File: config.mk
export PLATFORM = sky130hd
export DESIGN_NAME = chunk_reassembly_tracker
export DESIGN_NICKNAME = d
export VERILOG_FILES = /design/src/hdl/crt_pkg.sv /design/src/hdl/crt_ram.sv /design/src/hdl/crt_ctrl.sv /design/src/hdl/crt_datapath.sv /design/src/hdl/chunk_reassembly_tracker.sv
export SDC_FILE = /design/constraint.sdc
export NUM_CORES = 2
export LEC_CHECK = 0
export BUFFER_PORTS_ARGS = -buffer_cell sky130_fd_sc_hd__buf_2
export CELL_PAD_IN_SITES_DETAIL_PLACEMENT = 0
export CELL_PAD_IN_SITES_GLOBAL_PLACEMENT = 2
export CORE_MARGIN = 2
export CORE_UTILIZATION = 47
export CTS_BUF_LIST = sky130_fd_sc_hd__clkbuf_8
export DETAILED_ROUTE_END_ITERATION = 12
export PLACE_DENSITY_LB_ADDON = 0.1
export SKIP_LAST_GASP = 1
export SLEW_MARGIN = 10
export SYNTH_ARGS = -nofsm -noshare
export SYNTH_HDL_FRONTEND = slang
export SYNTH_SLANG_ARGS = --single-unit
File: constraint.sdc
create_clock -name clk -period 4.96 [get_ports clk]
set_clock_uncertainty 0.1 [all_clocks]
set_input_delay 0.744 -clock clk [delete_from_list [all_inputs] [get_ports clk]]
set_output_delay 0.744 -clock clk [all_outputs]
set_load 0.1 [all_outputs]
File: src/hdl/crt_pkg.sv
// ---------------------------------------------------------------------------
// crt_pkg: shared constants and types for the chunk reassembly tracker
// Holds register indexes, reset values, field widths and the command and
// status structs passed between the controller and the datapath.
// ---------------------------------------------------------------------------
package crt_pkg;

	// Table depth default and the header length of a chunk
	localparam int MAX_PARTS_DEF = 64;
	localparam int CHUNK_HDR     = 4;

	// Field widths
	localparam int BYTE_W   = 8;
	localparam int LEN_W    = 16;
	localparam int IDXF_W   = 16;
	localparam int TIME_W   = 32;
	localparam int HANDLE_W = 16;
	localparam int OFS_W    = 3;
	localparam int PART_W   = 6;
	localparam int ENTRY_W  = HANDLE_W + LEN_W;

	// Configuration port
	localparam int CFG_IDX_W  = 2;
	localparam int CFG_DATA_W = 32;

	localparam logic [CFG_IDX_W-1:0] CFG_MARKER  = 2'd0;
	localparam logic [CFG_IDX_W-1:0] CFG_MORE    = 2'd1;
	localparam logic [CFG_IDX_W-1:0] CFG_TIMEOUT = 2'd2;

	localparam logic [BYTE_W-1:0] MARKER_RST  = 8'd0;
	localparam logic [BYTE_W-1:0] MORE_RST    = 8'd1;
	localparam logic [TIME_W-1:0] TIMEOUT_RST = 32'd1000;

	// Result kinds
	localparam logic KIND_PLAIN = 1'b0;
	localparam logic KIND_CHUNK = 1'b1;

	// Commands from the controller to the datapath
	typedef struct packed {
		logic load;       // capture the input item
		logic store;      // store the captured chunk, restarting on timeout
		logic clear;      // drop any reassembly in progress
		logic plain_out;  // present the captured item as a plain result
		logic rd;         // read the table entry of the current part
		logic send;       // present the read entry and advance the part
	} crt_cmd_t;

	// Status from the datapath to the controller
	typedef struct packed {
		logic is_chunk;   // captured item carries the chunk marker and a full header
		logic in_range;   // captured chunk index fits the table
		logic complete;   // all parts up to the expected count are present
		logic last;       // current part is the final one
	} crt_sts_t;

endpackage

File: src/hdl/crt_ram.sv
// ---------------------------------------------------------------------------
// crt_ram: generic single-port-write, single-port-read RAM
// One write and one registered read per cycle.
// ---------------------------------------------------------------------------
module crt_ram #(
	parameter int WIDTH = 32,
	parameter int DEPTH = 64
) (
	input  logic                                    clk,
	input  logic                                    we,
	input  logic [((DEPTH > 1) ? $clog2(DEPTH) : 1)-1:0] waddr,
	input  logic [WIDTH-1:0]                        wdata,
	input  logic                                    re,
	input  logic [((DEPTH > 1) ? $clog2(DEPTH) : 1)-1:0] raddr,
	output logic [WIDTH-1:0]                        rdata
);

	logic [WIDTH-1:0] mem_q [DEPTH];
	logic [WIDTH-1:0] rdata_q;

	// Write, and read into a registered output
	always_ff @(posedge clk) begin
		if (we) begin
			mem_q[waddr] <= wdata;
		end
		if (re) begin
			rdata_q <= mem_q[raddr];
		end
	end

	assign rdata = rdata_q;

endmodule

File: src/hdl/crt_ctrl.sv
// ---------------------------------------------------------------------------
// crt_ctrl: sequencing controller of the chunk reassembly tracker
// Classifies each item, stores in-range chunks and walks the table on completion.
// ---------------------------------------------------------------------------
module crt_ctrl (
	input  logic              clk,
	input  logic              arst_n,
	input  logic              start,
	output logic              busy,
	input  crt_pkg::crt_sts_t sts,
	output crt_pkg::crt_cmd_t cmd
);
	import crt_pkg::*;

	localparam logic [2:0] ST_IDLE  = 3'd0;
	localparam logic [2:0] ST_EVAL  = 3'd1;
	localparam logic [2:0] ST_CHECK = 3'd2;
	localparam logic [2:0] ST_READ  = 3'd3;
	localparam logic [2:0] ST_SEND  = 3'd4;

	logic [2:0] state_q;
	logic [2:0] state_d;

	// Decide the next state and the datapath commands
	always_comb begin
		state_d = state_q;
		cmd     = '0;
		unique case (state_q)
			ST_IDLE: begin
				if (start) begin
					cmd.load = 1'b1;
					state_d  = ST_EVAL;
				end
			end
			ST_EVAL: begin
				if (!sts.is_chunk) begin
					cmd.plain_out = 1'b1;
					cmd.clear     = 1'b1;
					state_d       = ST_IDLE;
				end else if (!sts.in_range) begin
					cmd.clear = 1'b1;
					state_d   = ST_IDLE;
				end else begin
					cmd.store = 1'b1;
					state_d   = ST_CHECK;
				end
			end
			ST_CHECK: begin
				state_d = sts.complete ? ST_READ : ST_IDLE;
			end
			ST_READ: begin
				cmd.rd  = 1'b1;
				state_d = ST_SEND;
			end
			ST_SEND: begin
				cmd.send = 1'b1;
				if (sts.last) begin
					cmd.clear = 1'b1;
					state_d   = ST_IDLE;
				end else begin
					state_d = ST_READ;
				end
			end
			default: begin
				state_d = ST_IDLE;
			end
		endcase
	end

	// Hold the state
	always_ff @(posedge clk or negedge arst_n) begin
		if (!arst_n) begin
			state_q <= ST_IDLE;
		end else begin
			state_q <= state_d;
		end
	end

	assign busy = (state_q != ST_IDLE);

endmodule

File: src/hdl/crt_datapath.sv
// ---------------------------------------------------------------------------
// crt_datapath: registers, tables and result path of the tracker
// Holds configuration, the captured item, the presence map, the part table
// and the result registers.
// ---------------------------------------------------------------------------
module crt_datapath #(
	parameter int MAX_PARTS = crt_pkg::MAX_PARTS_DEF
) (
	input  logic                              clk,
	input  logic                              arst_n,
	input  logic                              cfg_we,
	input  logic [crt_pkg::CFG_IDX_W-1:0]     cfg_index,
	input  logic [crt_pkg::CFG_DATA_W-1:0]    cfg_data,
	input  logic [crt_pkg::BYTE_W-1:0]        first_byte,
	input  logic [crt_pkg::LEN_W-1:0]         message_length,
	input  logic [crt_pkg::IDXF_W-1:0]        chunk_index,
	input  logic [crt_pkg::BYTE_W-1:0]        flag_bits,
	input  logic [crt_pkg::TIME_W-1:0]        now_ms,
	input  logic [crt_pkg::HANDLE_W-1:0]      message_handle,
	input  crt_pkg::crt_cmd_t                 cmd,
	output crt_pkg::crt_sts_t                 sts,
	output logic                              result_valid,
	output logic                              kind,
	output logic [crt_pkg::HANDLE_W-1:0]      out_handle,
	output logic [crt_pkg::OFS_W-1:0]         payload_offset,
	output logic [crt_pkg::LEN_W-1:0]         payload_length,
	output logic [crt_pkg::PART_W-1:0]        part_number,
	output logic                              last_part
);
	import crt_pkg::*;

	localparam int IDX_W = (MAX_PARTS > 1) ? $clog2(MAX_PARTS) : 1;
	localparam int CNT_W = $clog2(MAX_PARTS + 1);

	// Configuration registers
	logic [BYTE_W-1:0] marker_q;
	logic [BYTE_W-1:0] more_mask_q;
	logic [TIME_W-1:0] timeout_q;

	// Captured item
	logic [BYTE_W-1:0]   first_q;
	logic [LEN_W-1:0]    mlen_q;
	logic [IDXF_W-1:0]   idx_q;
	logic [BYTE_W-1:0]   flags_q;
	logic [TIME_W-1:0]   now_q;
	logic [HANDLE_W-1:0] handle_q;

	// Reassembly state
	logic [MAX_PARTS-1:0] present_q;
	logic [CNT_W-1:0]     count_q;
	logic                 receiving_q;
	logic [TIME_W-1:0]    start_q;
	logic [IDX_W-1:0]     part_q;

	// Result registers
	logic                result_valid_q;
	logic                kind_q;
	logic [HANDLE_W-1:0] out_handle_q;
	logic [OFS_W-1:0]    offset_q;
	logic [LEN_W-1:0]    plen_q;
	logic [PART_W-1:0]   part_num_q;
	logic                last_q;

	logic [IDX_W-1:0]     wr_idx;
	logic [TIME_W-1:0]    elapsed;
	logic                 timed_out;
	logic [MAX_PARTS-1:0] low_mask;
	logic [ENTRY_W-1:0]   wr_entry;
	logic [ENTRY_W-1:0]   rd_entry;

	assign wr_idx    = idx_q[IDX_W-1:0];
	assign elapsed   = now_q - start_q;
	assign timed_out = receiving_q && (elapsed > timeout_q);
	assign wr_entry  = {handle_q, mlen_q - LEN_W'(CHUNK_HDR)};

	// Thermometer mask of the parts below the expected count
	always_comb begin
		for (int i = 0; i < MAX_PARTS; i++) begin
			low_mask[i] = (CNT_W'(i) < count_q);
		end
	end

	// Status towards the controller
	assign sts.is_chunk = (mlen_q >= LEN_W'(CHUNK_HDR)) && (first_q == marker_q);
	assign sts.in_range = (idx_q < IDXF_W'(MAX_PARTS));
	assign sts.complete = (count_q != '0) && (&(present_q | ~low_mask));
	assign sts.last     = ((CNT_W'(part_q) + CNT_W'(1)) == count_q);

	// Write configuration registers
	always_ff @(posedge clk or negedge arst_n) begin
		if (!arst_n) begin
			marker_q    <= MARKER_RST;
			more_mask_q <= MORE_RST;
			timeout_q   <= TIMEOUT_RST;
		end else if (cfg_we) begin
			unique case (cfg_index)
				CFG_MARKER:  marker_q    <= cfg_data[BYTE_W-1:0];
				CFG_MORE:    more_mask_q <= cfg_data[BYTE_W-1:0];
				CFG_TIMEOUT: timeout_q   <= cfg_data[TIME_W-1:0];
				default: begin
				end
			endcase
		end
	end

	// Capture the accepted item
	always_ff @(posedge clk) begin
		if (cmd.load) begin
			first_q  <= first_byte;
			mlen_q   <= message_length;
			idx_q    <= chunk_index;
			flags_q  <= flag_bits;
			now_q    <= now_ms;
			handle_q <= message_handle;
		end
	end

	// Update the presence map, count and timer; restart on timeout
	always_ff @(posedge clk or negedge arst_n) begin
		if (!arst_n) begin
			present_q   <= '0;
			count_q     <= '0;
			receiving_q <= 1'b0;
			start_q     <= '0;
		end else if (cmd.clear) begin
			present_q   <= '0;
			count_q     <= '0;
			receiving_q <= 1'b0;
			start_q     <= '0;
		end else if (cmd.store) begin
			present_q   <= (timed_out ? '0 : present_q) | (MAX_PARTS'(1) << wr_idx);
			receiving_q <= 1'b1;
			if (!receiving_q || timed_out) begin
				start_q <= now_q;
			end
			if ((flags_q & more_mask_q) == '0) begin
				count_q <= CNT_W'(wr_idx) + CNT_W'(1);
			end else if (timed_out) begin
				count_q <= '0;
			end
		end
	end

	// Advance the part counter during delivery
	always_ff @(posedge clk or negedge arst_n) begin
		if (!arst_n) begin
			part_q <= '0;
		end else if (cmd.store) begin
			part_q <= '0;
		end else if (cmd.send) begin
			part_q <= part_q + IDX_W'(1);
		end
	end

	// Part table: handle and payload length per index
	crt_ram #(
		.WIDTH(ENTRY_W),
		.DEPTH(MAX_PARTS)
	) u_table (
		.clk  (clk),
		.we   (cmd.store),
		.waddr(wr_idx),
		.wdata(wr_entry),
		.re   (cmd.rd),
		.raddr(part_q),
		.rdata(rd_entry)
	);

	// Strobe for one cycle per result
	always_ff @(posedge clk or negedge arst_n) begin
		if (!arst_n) begin
			result_valid_q <= 1'b0;
		end else begin
			result_valid_q <= cmd.plain_out || cmd.send;
		end
	end

	// Load result fields
	always_ff @(posedge clk) begin
		if (cmd.plain_out) begin
			kind_q       <= KIND_PLAIN;
			out_handle_q <= handle_q;
			offset_q     <= '0;
			plen_q       <= mlen_q;
			part_num_q   <= '0;
			last_q       <= 1'b1;
		end else if (cmd.send) begin
			kind_q       <= KIND_CHUNK;
			out_handle_q <= rd_entry[ENTRY_W-1:LEN_W];
			offset_q     <= OFS_W'(CHUNK_HDR);
			plen_q       <= rd_entry[LEN_W-1:0];
			part_num_q   <= PART_W'(part_q);
			last_q       <= sts.last;
		end
	end

	assign result_valid   = result_valid_q;
	assign kind           = kind_q;
	assign out_handle     = out_handle_q;
	assign payload_offset = offset_q;
	assign payload_length = plen_q;
	assign part_number    = part_num_q;
	assign last_part      = last_q;

	// A clear leaves no part marked present
	a_clear_empties: assert property (@(posedge clk) disable iff (!arst_n)
		cmd.clear |=> (present_q == '0))
		else $error("presence map not empty after clear");

	// Parts are only marked while a reassembly is running
	a_idle_empty: assert property (@(posedge clk) disable iff (!arst_n)
		!receiving_q |-> (present_q == '0))
		else $error("part present with no reassembly running");

	// Delivery never walks past the expected count
	a_send_bound: assert property (@(posedge clk) disable iff (!arst_n)
		cmd.send |-> (CNT_W'(part_q) < count_q))
		else $error("part delivered beyond expected count");

	// The final chunk result coincides with the end of the reassembly
	a_last_clears: assert property (@(posedge clk) disable iff (!arst_n)
		(result_valid_q && kind_q && last_q) |-> !receiving_q)
		else $error("reassembly still running after final part");

endmodule

File: src/hdl/chunk_reassembly_tracker.sv
// ---------------------------------------------------------------------------
// chunk_reassembly_tracker: reassembles chunked messages from descriptors
// Plain messages pass straight through; chunks are stored per index and,
// once all parts are present, delivered as one descriptor per part.
// ---------------------------------------------------------------------------
// Plain item: start loads the captured item and the EVAL state registers its result.
// Busy: high through EVAL for a plain item or an out-of-range chunk, through EVAL
// and CHECK for a stored chunk, and for a completing chunk also through a READ and
// SEND pass per part, set by the single-read-port part table read once per part.
// Reset: arst_n clears configuration to defaults and drops any reassembly;
// the part table is not cleared and needs no clearing pass.
// ---------------------------------------------------------------------------
module chunk_reassembly_tracker #(
	parameter int MAX_PARTS = crt_pkg::MAX_PARTS_DEF
) (
	input  logic                           clk,
	input  logic                           arst_n,
	input  logic                           cfg_we,
	input  logic [crt_pkg::CFG_IDX_W-1:0]  cfg_index,
	input  logic [crt_pkg::CFG_DATA_W-1:0] cfg_data,
	input  logic                           start,
	output logic                           busy,
	input  logic [crt_pkg::BYTE_W-1:0]     first_byte,
	input  logic [crt_pkg::LEN_W-1:0]      message_length,
	input  logic [crt_pkg::IDXF_W-1:0]     chunk_index,
	input  logic [crt_pkg::BYTE_W-1:0]     flag_bits,
	input  logic [crt_pkg::TIME_W-1:0]     now_ms,
	input  logic [crt_pkg::HANDLE_W-1:0]   message_handle,
	output logic                           result_valid,
	output logic                           kind,
	output logic [crt_pkg::HANDLE_W-1:0]   out_handle,
	output logic [crt_pkg::OFS_W-1:0]      payload_offset,
	output logic [crt_pkg::LEN_W-1:0]      payload_length,
	output logic [crt_pkg::PART_W-1:0]     part_number,
	output logic                           last_part
);
	import crt_pkg::*;

	crt_cmd_t cmd;
	crt_sts_t sts;

	// Sequence each item
	crt_ctrl u_ctrl (
		.clk   (clk),
		.arst_n(arst_n),
		.start (start),
		.busy  (busy),
		.sts   (sts),
		.cmd   (cmd)
	);

	// Hold state, tables and results
	crt_datapath #(
		.MAX_PARTS(MAX_PARTS)
	) u_datapath (
		.clk           (clk),
		.arst_n        (arst_n),
		.cfg_we        (cfg_we),
		.cfg_index     (cfg_index),
		.cfg_data      (cfg_data),
		.first_byte    (first_byte),
		.message_length(message_length),
		.chunk_index   (chunk_index),
		.flag_bits     (flag_bits),
		.now_ms        (now_ms),
		.message_handle(message_handle),
		.cmd           (cmd),
		.sts           (sts),
		.result_valid  (result_valid),
		.kind          (kind),
		.out_handle    (out_handle),
		.payload_offset(payload_offset),
		.payload_length(payload_length),
		.part_number   (part_number),
		.last_part     (last_part)
	);

endmodule
Yosys cells after proc, flatten, opt, wreduce, memory -nomap -nowiden
Memory sizes are Yosys's and may differ from the RTL's. A register that Yosys moved wholly into a read port is not among the register bits.
Cells that the tools add are included.
Word-level totals
  bits in registers: 298
  bits in writable memories: 2048
  input bits: 134
  output and inout bits: 45
  word-level logic and storage cells: 169
  memories kept: 1
Memory list
  u_datapath.u_table.mem_q: depth 64, width 32, read ports 1, clocked after memory_dff 1, write ports 1, line crt_ram.sv:18  | logic [WIDTH-1:0] mem_q [DEPTH];
Cells by class
  add/subtract/negate cells: 5
  magnitude comparators: 67
  equal/unequal tests: 9
  shifts and indexed selects: 1
  muxes and demuxes: 39
  bitwise operators: 4
  reductions and logical operators: 22
Operator list (number)
  6-bit by 7-bit less-than comparator with 1-bit output (first input constant): 32
  64-bit two-way mux: 3
  64-bit bitwise OR: 2
  5-bit by 7-bit less-than comparator with 1-bit output (first input constant): 16
  32-bit two-way mux: 3
  16-bit two-way mux: 4
  64-bit inverter: 1
  64-bit AND reduction: 1
  1-bit by 6-bit << shifter with 64-bit output (first input constant): 1
  4-bit by 7-bit less-than comparator with 1-bit output (first input constant): 8
  32-bit > comparator: 1
  32-bit subtractor: 1
  3-bit by 7-bit less-than comparator with 1-bit output (first input constant): 4
  7-bit two-way mux: 4
  16-bit by 3-bit >= comparator with 1-bit output (second input constant): 1
  16-bit by 7-bit less-than comparator with 1-bit output (second input constant): 1
  1-bit two-way mux: 16
  16-bit by 3-bit subtractor with 16-bit output (second input constant): 1
  3-bit case mux with 5 select lines: 1
  6-bit by 1-bit adder with 7-bit output (second input constant): 2
  1-bit by 7-bit less-than comparator with 1-bit output (first input constant): 2
  2-bit by 7-bit less-than comparator with 1-bit output (first input constant): 2
  6-bit two-way mux: 2
  2-bit AND reduction: 5
  other kinds (22): 33

Logic depth before layout (Yosys ltp)
  word-level depth: 7
  mapped depth: 24

Modules after synthesis
A second synthesis with hierarchy kept.
Second synthesis, totals
  cell total of the unflattened synthesis: 4751
  area, all modules: 94375.5 um^2
By module, submodules not included
  crt_ram: instances 1, cells each 3324, area each 78835.6 um^2
  crt_datapath: instances 1, cells each 1398, area each 15294.7 um^2
  crt_ctrl: instances 1, cells each 29, area each 245.2 um^2

Least setup slack after synthesis
Ideal clock, no wire load.
  path type: register to register
  start: reg u_ctrl.state_q[2]
  end: reg u_datapath.first_q[0] (enable)
  setup time: 0.550 ns
  data arrival time: 5.407 ns
  data required time: 4.310 ns
  path slack: -1.097 ns
  stages on the path, launching flop included: 3
  path buffers: 0
  period minus slack after synthesis: 6.057 ns
  cell sequence: dfrtp_1 > or3_1 > nor2_1
RTL lines
  start: declaration: line crt_ctrl.sv:21  | logic [2:0] state_q;
  start signal: assignment: line crt_ctrl.sv:75  | state_q <= state_d;
  end signal: assignment: line crt_datapath.sv:109  | first_q <= first_byte;
  end: declaration: line crt_datapath.sv:41  | logic [BYTE_W-1:0] first_q;

Worst setup path after layout
  start: reg u_datapath.start_q[1]
  end: reg u_datapath.start_q[11]
On the way
  longest elaborated chain between the ends: 6
RTL lines
  start: declaration: line crt_datapath.sv:52  | logic [TIME_W-1:0] start_q;
  start signal: assignment: line crt_datapath.sv:134  | start_q <= now_q;
  32-bit subtractor: line crt_datapath.sv:72  | assign elapsed = now_q - start_q;
  32-bit > comparator: line crt_datapath.sv:73  | assign timed_out = receiving_q && (elapsed > timeout_q);
  1-bit logical AND: line crt_datapath.sv:73
  1-bit logical OR: line crt_datapath.sv:133  | if (!receiving_q || timed_out) begin
  2-bit nonzero test (no line)
  2-bit AND reduction (no line)
Every way passes these cells.
A chain may end at the register's enable or synchronous reset.

==> metrics.sh <==
GRT_ANTENNA_BEFORE_REPAIR=10
CP_DATA_ARRIVAL_TIME_PS=5800
ASYNC_FLOP_SHARE=0.0681
POST_SYNTHESIS_INSTANCE_AREA_UM2=93800
SYN_INST=4404
SYNTH_TOP_CELL_AREA_SHARE=0.707
CELLLEAKAGEPOWER_nW=35.1
GRT_USE_TOTAL=0.243
FINALCRITICALPERIOD_PS=4920
IR_DROP_V=0.000309
SLEW_HEADROOM=0.211
VIAS_IN_THE_FIRST_GLOBAL_ROUTE=49200
WORST_SETUP_PATH_END_KIND='flip-flop'
SYNTH.FF_LATCH_COUNT=2378
TIMING.FINAL.MAX_SLEW_VIOLATIONS=0
CTS_MADE_BUFFERS=408
ROUTABILITYCONGESTION=0.814
GRT_PASS1_WL_UM=355000
FINALHOLDVIOLCOUNT=0
DIE_AREA_UM2=203000
CTS_TREE='done'
NUM-NETS-FINAL=5365
SYNTH.LARGEST_AREA_CELL='sky130_fd_sc_hd__edfxtp_1'
DETAILEDROUTE.FIRSTPASSITERATIONCOUNT=5
SETUP-VIOLATIONS-FINAL=0
DRIVE_GT1_FRAC=0.331
DIE_HEIGHT_UM=451
MOST_COMMON_FLOP_CELL_MAPPED_BY_YOSYS='sky130_fd_sc_hd__edfxtp_1'
TOTALWIRELENGTH_UM=246000
MAXIMUM_LEVEL_OF_THE_CTS_H_TREE=5
SYNTH.DISTINCT_CELLS=70
CRIT_PATH_MAX_FANOUT=10
WORSTMARGINPINSLEW_PS=1180
FINAL_ANTENNA_NET_COUNT=0
SYNTH_TOP_CELLS_BY_AREA='sky130_fd_sc_hd__edfxtp_1 (71%), sky130_fd_sc_hd__mux4_2 (16%), sky130_fd_sc_hd__dfrtp_1 (4.1%)'
PLACED_CELL_AREA_UM2=101000
NUM_ROWS=164
FLOORPLAN.DIE.WIDTH_UM=451
NUMBER_OF_SYNTHESIS_WARNINGS=0
CTS-ROOT-TO-SINK-BUFFERS=4
WORST-ENDPOINT-REQUIRED_PS=5840
P_PER_AREA_nW_PER_UM2=394
TOTAL_HALF_PERIMETER_WIRELENGTH_AFTER_LEGALIZATION_AND_DETAILED_PLACEMENT_UM=142000
CLOCK_TREE.ROOT_CELL='sky130_fd_sc_hd__clkbuf_8'
SYNTH_TO_FINAL_AREA_CHANGE_PCT=16.5
FINALCRITPERIODSHARE=0.991
POST-ROUTE-DRC-COUNT=0
CLK_PIN_SLEW_PS=70
HOLD_CLASS='primary input to async pin'
CLOCK.FMAX_GHz=0.203
NUMBER_OF_SYNTHESIZED_FLOPS_WITH_AN_ENABLE_PIN=2208
WORST_SETUP_PATH_START_KIND='flip-flop'
FINAL_INSTANCE_AREA_UM2=109000
START_UTIL=0.471
CLOCK_SINKS=2378
POST-ROUTE-UTIL=0.549
CLK-INSERTION-DELAY-LATE_PS=1080
IO_PINS=179
AVGVIACOUNTPERCELL=5.84
RUN_STATUS='finished clean'
SYNTH.AVG_CELL_AREA_UM2=21.3
OVERFLOW=0
OVERALL_VIA_COUNT_FROM_DETAIL_ROUTE=47500
FLOORPLAN.CORE_AREA_UM2=199000
RSZ0062_AT_GRT='yes'
FIRST_ITER_VIOLATIONS=4652
PIN_COUNT_OF_THE_BIGGEST_NET_ENTERING_GLOBAL_ROUTING=94
CRITPATHKIND='flip-flop to flip-flop'
WL_PER_CELL_UM=30.3
MAX_CAPACITANCE_VIOLATION_COUNT=0
YOSYSSEQAREASHARE=0.751
PLACE.PORT_BUFFERS=176
cells in the mapped netlist (8+ instances only):
library cell,n
sky130_fd_sc_hd__a22oi_1,34
sky130_fd_sc_hd__a22o_1,34
sky130_fd_sc_hd__o31ai_1,8
sky130_fd_sc_hd__xnor2_1,42
sky130_fd_sc_hd__nand4_1,14
sky130_fd_sc_hd__and2_1,11
sky130_fd_sc_hd__a21o_1,21
sky130_fd_sc_hd__dfxtp_1,8
sky130_fd_sc_hd__clkbuf_1,115
sky130_fd_sc_hd__xor2_1,19
sky130_fd_sc_hd__nand3_1,29
sky130_fd_sc_hd__nand2_1,136
sky130_fd_sc_hd__nand2b_1,8
sky130_fd_sc_hd__a21oi_1,87
sky130_fd_sc_hd__o21ai_0,103
sky130_fd_sc_hd__buf_4,14
sky130_fd_sc_hd__mux2i_1,8
sky130_fd_sc_hd__buf_2,64
sky130_fd_sc_hd__a32oi_1,19
sky130_fd_sc_hd__dfrtp_1,155
sky130_fd_sc_hd__mux4_2,665
sky130_fd_sc_hd__nor2b_1,8
sky130_fd_sc_hd__nor3_1,14
sky130_fd_sc_hd__mux2_2,88
sky130_fd_sc_hd__ha_1,72
sky130_fd_sc_hd__edfxtp_1,2208
sky130_fd_sc_hd__nor3b_1,9
sky130_fd_sc_hd__nor2_1,160
sky130_fd_sc_hd__o21a_1,10
sky130_fd_sc_hd__inv_1,89
sky130_fd_sc_hd__buf_1,31
sky130_fd_sc_hd__o21ai_1,9
final cells by class:
cell class / count / area [um^2]
inverters: 89 / 334
multi-input cells: 1711 / 22900
diodes: 2 / 5.00
repair buffers: 570 / 5180
clock inverters: 306 / 1360
clock buffers: 416 / 5730
fillers: 15400 / 89700
flip-flops and latches: 2378 / 70500
well taps: 2656 / 3320
worst paths after layout:
kind / depth (start not counted) / startpoint / to / slack (ps)
hold / removal: 2 / arst_n / u_datapath.timeout_q[9] / 140
min in group clk: 4 / cfg_index[0] / u_datapath.marker_q[4] / 170
setup reg to reg: 22 / u_datapath.start_q[1] / u_datapath.start_q[11] / 40
hold reg to reg: 2 / u_datapath.part_number[5] / u_datapath.part_number[5] / 360
max in group asynchronous: 3 / arst_n / u_datapath.part_q[0] / 3970
setup / recovery: 22 / u_datapath.start_q[1] / u_datapath.start_q[11] / 40
repair_timing:
item                                    4_1_cts  5_1_grt
buffers inserted                              1        9
endpoints found under the setup margin      103      103
gates resized for setup                       6       54
gates cloned                                  0        6
endpoints found under the hold margin       302        0
pin swaps                                     2       19
hold buffers                                131        0
worst max-delay path, stage by stage, from the launching register on:
cell and delay [ps]:
sky130_fd_sc_hd__dfrtp_1 360, sky130_fd_sc_hd__inv_2 60, sky130_fd_sc_hd__ha_1 290, sky130_fd_sc_hd__nor2b_4 130, sky130_fd_sc_hd__o31a_1 270, sky130_fd_sc_hd__buf_6 140
sky130_fd_sc_hd__o21ai_4 150, sky130_fd_sc_hd__o211ai_1 200, sky130_fd_sc_hd__a2111oi_2 440, sky130_fd_sc_hd__buf_4 200, sky130_fd_sc_hd__o21ai_4 60, sky130_fd_sc_hd__o31a_1 270
sky130_fd_sc_hd__mux2i_1 160, sky130_fd_sc_hd__o311ai_1 130, sky130_fd_sc_hd__ha_1 340, sky130_fd_sc_hd__nand3_2 120, sky130_fd_sc_hd__nor4_4 270, sky130_fd_sc_hd__o21a_1 190
sky130_fd_sc_hd__o31a_1 200, sky130_fd_sc_hd__nor3b_4 290, sky130_fd_sc_hd__buf_6 170, sky130_fd_sc_hd__clkbuf_16 170, sky130_fd_sc_hd__a22o_1 130
cell families (layout without fill, tap and decap cells):
kind of cell             Yosys count  count (layout)  share of synthesized area
flip-flops                      2378            2378                      0.751
multiplexers                     761             761                      0.171
AND/OR/NAND/NOR                  432             432                     0.0211
AO/OA/AOI/OAI                    378             378                     0.0261
buffers and inverters            316            1381                     0.0143
adder cells (fa/ha/maj)           77              77                     0.0102
XOR/XNOR                          61              61                    0.00569
other                              1               4                  0.0000400
through the flow:
step / instances / power (mW) / hold slack [ps] / setup TNS (ps) / worst slack (ps)
finish: 8128 / 43.1 / 145 / 0 / 44.1
global route: 8127 / 44.7 / 82.0 / -3830 / -162
CTS: 8111 / 43.5 / 36.4 / 0 / 6.19
detailed placement: 7257 / 27.6 / 351 / -5890 / -93.2
global placement: 7257 / 27.5 / 343 / -7150 / -112
floorplan: 4405 / 26.0 / 348 / 0 / 206
per-layer routing:
layer	wire [um]	vias up	global-route usage
met2	121000	1611	0.394
met5	0	-	0
li1	-	19900	-
met1	105000	25600	0.342
met4	4750	0	0.0597
met3	14900	325	0.0458
layout by cell type, fill, tap and decap left out, types with 8 or more instances in the layout:
master	netlist	layout
sky130_fd_sc_hd__dfxtp_1	8	8
sky130_fd_sc_hd__mux2i_1	8	8
sky130_fd_sc_hd__buf_12	0	70
sky130_fd_sc_hd__o21ai_1	9	16
sky130_fd_sc_hd__buf_4	14	183
sky130_fd_sc_hd__xnor2_1	42	37
sky130_fd_sc_hd__nor3_1	14	12
sky130_fd_sc_hd__clkinv_1	0	117
sky130_fd_sc_hd__dfrtp_1	155	149
sky130_fd_sc_hd__a21oi_1	87	78
sky130_fd_sc_hd__nand3_1	29	27
sky130_fd_sc_hd__nand2_1	136	136
sky130_fd_sc_hd__buf_2	64	175
sky130_fd_sc_hd__a32oi_1	19	19
sky130_fd_sc_hd__o21a_1	10	10
sky130_fd_sc_hd__inv_1	89	219
sky130_fd_sc_hd__clkbuf_8	0	416
sky130_fd_sc_hd__edfxtp_1	2208	2208
sky130_fd_sc_hd__a21o_1	21	21
sky130_fd_sc_hd__nor3b_1	9	8
sky130_fd_sc_hd__mux2_2	88	88
sky130_fd_sc_hd__a22o_1	34	34
sky130_fd_sc_hd__ha_1	72	71
sky130_fd_sc_hd__dlygate4sd3_1	0	130
sky130_fd_sc_hd__nor2_1	160	92
sky130_fd_sc_hd__and2_1	11	10
sky130_fd_sc_hd__a22oi_1	34	34
sky130_fd_sc_hd__nor2_4	0	67
sky130_fd_sc_hd__nand2b_1	8	8
sky130_fd_sc_hd__xor2_1	19	12
sky130_fd_sc_hd__o21ai_0	103	89
sky130_fd_sc_hd__mux4_2	665	665
sky130_fd_sc_hd__clkinv_2	0	46
sky130_fd_sc_hd__nand4_1	14	14
registers in the layout, summed over array words and instances (netlist names), 3 cells and up:
register / cells
u_datapath.u_table.mem_q: 2048
u_datapath.present_q: 64
u_datapath.now_q: 32
u_datapath.start_q: 32
u_datapath.timeout_q: 32
u_datapath.u_table.rdata: 32
u_datapath.handle_q: 16
u_datapath.idx_q: 16
u_datapath.mlen_q: 16
u_datapath.out_handle: 16
u_datapath.payload_length: 16
u_datapath.first_q: 8
u_datapath.flags_q: 8
u_datapath.marker_q: 8
u_datapath.more_mask_q: 8
u_datapath.count_q: 7
u_datapath.part_number: 6
u_datapath.part_q: 6
u_ctrl.state_q: 3
power breakdown:
group / switching [mW] / internal, mW
clock: 7.74 / 8.00
combinational: 2.98 / 0.950
sequential: 0.344 / 23.1
Power figures use the tool's default switching activity.
